[src/hw/rtl/gpioirq_pkg.sv]
`timescale 1ns / 1ps
`default_nettype none

package gpioirq_pkg;

  localparam int PORT_W = 8;

  // Item commands
  typedef enum logic [1:0] {
    CMD_WRITE  = 2'd0,
    CMD_READ   = 2'd1,
    CMD_CLEAR  = 2'd2,
    CMD_SAMPLE = 2'd3
  } cmd_t;

  // Read selectors (code 3 is unused and reads zero)
  typedef enum logic [1:0] {
    SEL_PIN_DATA   = 2'd0,
    SEL_RAW_STATUS = 2'd1,
    SEL_MIS_STATUS = 2'd2
  } read_sel_t;

  // Configuration register indexes
  typedef enum logic [2:0] {
    REG_DIRECTION  = 3'd0,
    REG_DIG_ENABLE = 3'd1,
    REG_SENSE      = 3'd2,
    REG_BOTH_EDGES = 3'd3,
    REG_EVENT      = 3'd4,
    REG_UNMASKED   = 3'd5
  } cfg_reg_t;

  typedef struct packed {
    logic              valid;
    logic [2:0]        index;
    logic [PORT_W-1:0] data;
  } cfg_wr_t;

  typedef struct packed {
    logic [1:0]        cmd;
    logic [PORT_W-1:0] pin_mask;
    logic [PORT_W-1:0] write_value;
    logic [1:0]        read_select;
    logic [PORT_W-1:0] pin_levels;
  } item_t;

  typedef struct packed {
    logic              irq;
    logic [PORT_W-1:0] read_value;
  } result_t;

endpackage

`default_nettype wire

[src/hw/rtl/gpioirq_core.sv]
`timescale 1ns / 1ps
`default_nettype none

module gpioirq_core
  import gpioirq_pkg::*;
#(
  parameter logic [PORT_W-1:0] PortMask = '1
) (
  input  wire logic    clk,
  input  wire logic    rst_n,
  input  wire cfg_wr_t cfg,
  input  wire logic    item_valid,
  input  wire item_t   item,
  output result_t      result
);

  logic [PORT_W-1:0] dir_r, den_r, sense_r, both_r, event_r, unmask_r;
  logic [PORT_W-1:0] latch_r, latch_nxt;
  logic [PORT_W-1:0] prev_r, prev_nxt;
  logic [PORT_W-1:0] cur_r, cur_nxt;
  logic [PORT_W-1:0] raw_r, raw_nxt;

  logic [PORT_W-1:0] mask, wval, levels, rise, fall, edge_hit, level_hit, hit;
  logic [PORT_W-1:0] pin_data, rd;

  assign mask   = item.pin_mask & PortMask;
  assign wval   = item.write_value & PortMask;
  assign levels = item.pin_levels & PortMask;

  // Edge and level detection against the last sampled levels
  assign rise      = ~cur_r & levels;
  assign fall      = cur_r & ~levels;
  assign edge_hit  = (both_r & (rise | fall))
                   | (~both_r & ((event_r & rise) | (~event_r & fall)));
  assign level_hit = (event_r & levels) | (~event_r & ~levels);
  assign hit       = ((sense_r & level_hit) | (~sense_r & edge_hit)) & PortMask;

  assign pin_data = ((dir_r & latch_r) | (~dir_r & cur_r)) & den_r;

  always_comb begin
    latch_nxt = latch_r;
    prev_nxt  = prev_r;
    cur_nxt   = cur_r;
    raw_nxt   = raw_r;
    rd        = '0;
    unique case (cmd_t'(item.cmd))
      CMD_WRITE: begin
        latch_nxt = (latch_r & ~mask) | (wval & mask);
      end
      CMD_READ: begin
        unique case (item.read_select)
          SEL_PIN_DATA:   rd = pin_data & mask;
          SEL_RAW_STATUS: rd = raw_r & mask;
          SEL_MIS_STATUS: rd = raw_r & unmask_r & mask;
          default:        rd = '0;
        endcase
      end
      CMD_CLEAR: begin
        raw_nxt = raw_r & ~(wval & mask);
      end
      CMD_SAMPLE: begin
        prev_nxt = cur_r;
        cur_nxt  = levels;
        raw_nxt  = raw_r | hit;
      end
    endcase
  end

  assign result.read_value = rd;
  assign result.irq        = |(raw_nxt & unmask_r);

  always_ff @(posedge clk) begin
    if (!rst_n) begin
      latch_r <= '0;
      prev_r  <= '0;
      cur_r   <= '0;
      raw_r   <= '0;
    end else if (item_valid) begin
      latch_r <= latch_nxt;
      prev_r  <= prev_nxt;
      cur_r   <= cur_nxt;
      raw_r   <= raw_nxt;
    end
  end

  always_ff @(posedge clk) begin
    if (!rst_n) begin
      dir_r    <= '0;
      den_r    <= '0;
      sense_r  <= '0;
      both_r   <= '0;
      event_r  <= '0;
      unmask_r <= '0;
    end else if (cfg.valid) begin
      unique case (cfg.index)
        REG_DIRECTION:  dir_r    <= cfg.data & PortMask;
        REG_DIG_ENABLE: den_r    <= cfg.data & PortMask;
        REG_SENSE:      sense_r  <= cfg.data & PortMask;
        REG_BOTH_EDGES: both_r   <= cfg.data & PortMask;
        REG_EVENT:      event_r  <= cfg.data & PortMask;
        REG_UNMASKED:   unmask_r <= cfg.data & PortMask;
        default: ;
      endcase
    end
  end

endmodule

`default_nettype wire

[src/hw/rtl/gpio_port_with_pin_interrupts_top.sv]
`timescale 1ns / 1ps
`default_nettype none

// Eight-pin GPIO port with per-pin edge/level interrupt detection. Each input
// word is one command: a masked write of the output latch, a masked read (pin
// data, raw status or masked status), a write-one-to-clear of raw status, or a
// pin sample tick that compares the new levels with the previous tick. Every
// word yields exactly one result word holding the read data (zero unless a
// read) and irq, the OR of masked status after the command took effect. The
// block takes one word per clock: all work is bitwise logic from the stored
// port state to the result register, and a one-word skid slot behind that
// register keeps the input open while a result waits; a full skid slot stalls
// the input. Configuration writes are accepted every cycle (cfg_ready is tied
// high); indexes past the last register are ignored. Pins at or above
// PIN_COUNT read as zero and never interrupt.

module gpio_port_with_pin_interrupts_top
  import gpioirq_pkg::*;
#(
  parameter int PIN_COUNT = 8
) (
  input  wire logic        clk,
  input  wire logic        rst_n,
  // configuration write channel
  input  wire logic        cfg_valid,
  output logic             cfg_ready,
  input  wire logic [2:0]  cfg_index,
  input  wire logic [7:0]  cfg_data,
  // command words
  input  wire logic        in_tvalid,
  output logic             in_tready,
  input  wire logic [23:0] in_tdata,   // pin_mask[7:0], write_value[15:8], pin_levels[23:16]
  input  wire logic [3:0]  in_tuser,   // cmd[1:0], read_select[3:2]
  // result words
  output logic             out_tvalid,
  input  wire logic        out_tready,
  output logic [15:0]      out_tdata   // read_value[7:0], irq[8], zero[15:9]
);

  localparam logic [PORT_W-1:0] PortMask =
    (PIN_COUNT >= PORT_W) ? '1 : PORT_W'((64'd1 << PIN_COUNT) - 64'd1);

  cfg_wr_t cfg;
  item_t   item;
  result_t result;
  logic    accept;

  result_t out_data_r, out_data_nxt;
  result_t skid_data_r, skid_data_nxt;
  logic    out_valid_r, out_valid_nxt;
  logic    skid_valid_r, skid_valid_nxt;

  assign cfg_ready  = 1'b1;
  assign cfg.valid  = cfg_valid;
  assign cfg.index  = cfg_index;
  assign cfg.data   = cfg_data;

  assign item.cmd         = in_tuser[1:0];
  assign item.read_select = in_tuser[3:2];
  assign item.pin_mask    = in_tdata[7:0];
  assign item.write_value = in_tdata[15:8];
  assign item.pin_levels  = in_tdata[23:16];

  // input stays open until the skid slot is taken
  assign in_tready = !skid_valid_r;
  assign accept    = in_tvalid && in_tready;

  gpioirq_core #(
    .PortMask (PortMask)
  ) u_core (
    .clk        (clk),
    .rst_n      (rst_n),
    .cfg        (cfg),
    .item_valid (accept),
    .item       (item),
    .result     (result)
  );

  // result register plus one skid word
  always_comb begin
    out_valid_nxt  = out_valid_r;
    out_data_nxt   = out_data_r;
    skid_valid_nxt = skid_valid_r;
    skid_data_nxt  = skid_data_r;
    if (out_tvalid && out_tready) begin
      out_valid_nxt = 1'b0;
    end
    if (skid_valid_r && !out_valid_nxt) begin
      out_valid_nxt  = 1'b1;
      out_data_nxt   = skid_data_r;
      skid_valid_nxt = 1'b0;
    end
    if (accept) begin
      if (!out_valid_nxt) begin
        out_valid_nxt = 1'b1;
        out_data_nxt  = result;
      end else begin
        skid_valid_nxt = 1'b1;
        skid_data_nxt  = result;
      end
    end
  end

  always_ff @(posedge clk) begin
    if (!rst_n) begin
      out_valid_r  <= 1'b0;
      skid_valid_r <= 1'b0;
    end else begin
      out_valid_r  <= out_valid_nxt;
      skid_valid_r <= skid_valid_nxt;
    end
  end

  always_ff @(posedge clk) begin
    out_data_r  <= out_data_nxt;
    skid_data_r <= skid_data_nxt;
  end

  assign out_tvalid = out_valid_r;
  assign out_tdata  = {7'd0, out_data_r.irq, out_data_r.read_value};

  // skid word never sits without a word in the output register
  a_skid_behind_out: assert property (@(posedge clk) disable iff (!rst_n)
    skid_valid_r |-> out_valid_r)
    else $error("skid word held with empty output register");

  // a non-read word landing straight in the output register reads zero
  a_nonread_zero: assert property (@(posedge clk) disable iff (!rst_n)
    (accept && (in_tuser[1:0] != CMD_READ) && (!out_valid_r || out_tready))
      |=> (out_tdata[7:0] == 8'd0))
    else $error("non-read command returned nonzero read data");

  // reset empties the result path
  a_reset_empty: assert property (@(posedge clk)
    !rst_n |=> (!out_tvalid && in_tready))
    else $error("result path not empty after reset");

endmodule

`default_nettype wire
[config.mk]
export PLATFORM = sky130hd
export DESIGN_NAME = gpio_port_with_pin_interrupts_top
export DESIGN_NICKNAME = d
export VERILOG_FILES = /design/src/hw/rtl/gpioirq_pkg.sv /design/src/hw/rtl/gpioirq_core.sv /design/src/hw/rtl/gpio_port_with_pin_interrupts_top.sv
export SDC_FILE = /design/constraint.sdc
export NUM_CORES = 1
export LEC_CHECK = 0
export ABC_AREA = 1
export BUFFER_PORTS_ARGS = -buffer_cell sky130_fd_sc_hd__buf_2
export CORE_MARGIN = 4
export CORE_UTILIZATION = 44
export CTS_BUF_LIST = sky130_fd_sc_hd__clkbuf_4 sky130_fd_sc_hd__clkbuf_8
export DETAILED_ROUTE_END_ITERATION = 8
export GPL_ROUTABILITY_DRIVEN = 0
export MAX_ROUTING_LAYER = met4
export PLACE_DENSITY = 0.73
export SLEW_MARGIN = 20
export SYNTH_ARGS = -nofsm -noshare
export SYNTH_HDL_FRONTEND = slang
export SYNTH_HIERARCHICAL = 1
export SYNTH_SLANG_ARGS = --single-unit
export TNS_END_PERCENT = 10
[constraint.sdc]
create_clock -name clk -period 4.7 [get_ports clk]
set_clock_uncertainty 0.2 [all_clocks]
set_input_delay 0.94 -clock clk [delete_from_list [all_inputs] [get_ports clk]]
set_output_delay 0.94 -clock clk [all_outputs]
set_load 0.01 [all_outputs]
==> results_dict.tcl <==
set metrics [dict create \
    status "completed" \
    max_freq_ghz 0.413 \
    synth_area_leader_cell "dfxtp_1" \
    synthToLayoutAreaGrowth_pct 10.2 \
    cts_tree "done" \
    ctsHtreeMaxLevel 3 \
    drive_gt1_share_pct 13.9 \
    grt_pass1_wl_mm 19.7 \
    dr.pass1.iters 5 \
    startpoint_type "input port" \
    wl_mm 11.9 \
    yosysSeqAreaShare_pct 40.5 \
    numCtsBuffers 9 \
    setup_ws_ns 2.28 \
    num_io_pins 63 \
    worstSetupPathType "in -> reg" \
    setup_violations 0 \
    yosysMostFrequentCell "nand2_1" \
    ant_nets 0 \
    powerDensity_mw_per_mm2 306 \
    power_mw 1.61 \
    yosysWarnings 6 \
    synth_edf_count 9 \
    drc 0 \
    core.rowCount 37 \
    synth_top_cell_area_share_pct 34.8 \
    leakagePower_nw 2.41 \
    clockBufferDepth 2 \
    grt_util_all_layers_pct 19.7 \
    hp-class "reg -> reg" \
    portBuffers 54 \
    critical_path.max_fanout 62 \
    grt_pass1_vias 4279 \
    maxSlewHeadroom_pct 38.6 \
    ys_types 31 \
    synth_area_mm2 0.00477 \
    synthTopCellsByArea "dfxtp_1, o21ai_0, nand2_1" \
    drtIter0Drc 287 \
    synth_seq_cells 92 \
    final_area_mm2 0.00526 \
    rsz0062_at_grt "false" \
    diodes 0 \
    worstSetupEndpointType "flip-flop" \
    hold_viol 0 \
    async_flop_share_pct 0 \
    post_drt_wl_per_cell_um 13.9 \
    dp_hpwl_mm 8.97 \
    core_mm2 0.0105 \
    die_area_mm2 0.0126 \
    critical_path_arrival_ns 2.53 \
    drv_slew 0 \
    syn_inst 669 \
    cts_hold_buf 0 \
    clkSinkCount 92 \
    grt_max_degree 63 \
    synth-main-ff-cell "dfxtp_1" \
    vdd_drop_max_mv 0.132 \
    vias_per_cell 5.08 \
    synth_commonest_cells "nand2_1, nor2_1, inv_1, o21ai_0, dfxtp_1" \
    antenna_found_initial 0 \
    worst_pin_slew_ns 0.922 \
    r2r_slack_ns 2.58 \
    fin_util_pct 50.2 \
    avgSynthCellArea_um2 7.13 \
    clk_root_buffer_cell "clkbuf_8" \
    ctsResizeCount 0 \
    insertion_delay_ns 0.36 \
    nFillCells 1039 \
    cts_setup_buffers 0 \
    dr_total_vias 4338 \
    finalSetupTns_ns 0 \
    place_inst 838 \
    post-route-period-util_pct 51.6 \
    fp.dieH_um 112 \
    start_util_pct 45.6 \
    period_minus_slack_ns 2.42 \
    maxCapViolations 0 \
    final_nets 776 \
    worstPathRequired_ns 4.81 \
    stdcell_count 854 \
    post-place-ws_ns 1.92 \
    grt_overflow 0 \
    placed_area_mm2 0.00505 \
    fp.dieW_um 112 \
    clk_pin_slew_ns 0.09 \
    hold_ws_ns 0.270 \
]
==> where the power goes <==
group | switching (mW) | internal [mW]
Sequential | 0.0196 | 0.825
Clock | 0.276 | 0.279
Combinational | 0.141 | 0.0698
Total | 0.436 | 1.17
==> per-layer routing <==
layer  up-vias  wire (um)  track usage (%)
li1       2215          -                -
met1      2005       5260             23.1
met2        98       5950             34.0
met3        20        442             2.21
met4         0        255             8.49
met5         -          0                -
==> path summary, 6_finish.rpt <==
check,startpoint,endpoint,cells past startpoint
worst max-delay path,rst_n,u_core/raw_r[5]$_SDFFE_PN0P_,5
worst min-delay path,flip-flop,flip-flop,2
worst max register to register,skid_valid_r$_SDFF_PN0_,flip-flop,8
worst min register to register,flip-flop,flip-flop,2
==> worst max-delay path, cell delays in order <==
cell and delay (ns):
buf_2 0.68, inv_1 0.50, a21oi_1 0.23, o21ai_0 0.11, inv_1 0.06
==> sequential cells by signal (all words and copies together), names as in the netlist, named ones only <==
name and flops:
out_tdata 9, skid_data_r 9, u_core/both_r 8, u_core/cur_r 8, u_core/den_r 8, u_core/dir_r 8
u_core/event_r 8, u_core/raw_r 8, u_core/sense_r 8, u_core/unmask_r 8, out_tvalid 1, skid_valid_r 1
==> layout by cell type, fill, tap and decap left out, types with 2 or more instances in the layout <==
cell	n
a21oi_1	51
o21ai_1	3
nand3_2	5
conb_1	8
dfxtp_1	83
nor2_4	4
a31oi_1	3
nor2_1	108
nor4b_1	5
o211ai_1	2
inv_4	2
clkbuf_8	11
inv_2	3
clkinv_2	2
nand4_1	3
a21oi_2	5
nand2_2	5
nand2_1	110
nand3_1	33
o21ai_0	90
inv_1	90
nor2_2	2
edfxtp_1	9
ha_1	19
buf_2	54
==> kinds of logic after synthesis <==
logic type	Yosys count	synth area share, %
adders and majority gates	19	4.98
buffers and inverters	122	11.4
DFF	92	40.5
AOI/OAI and AO/OA	154	16.7
and+or+nand+nor	280	26.2
other	2	0.157
==> area by class of cell <==
type,count,area [um^2],share of cell area (%)
Multi-Input combinational cell,461,2320,44.1
Sequential cell,92,1930,36.8
Inverter,95,362,6.88
Timing Repair Buffer,54,270,5.14
Tap cell,136,170,3.24
Clock buffer,12,159,3.02
Clock inverter,4,47.5,0.905
No activity file was read; power rests on OpenSTA's default activity.
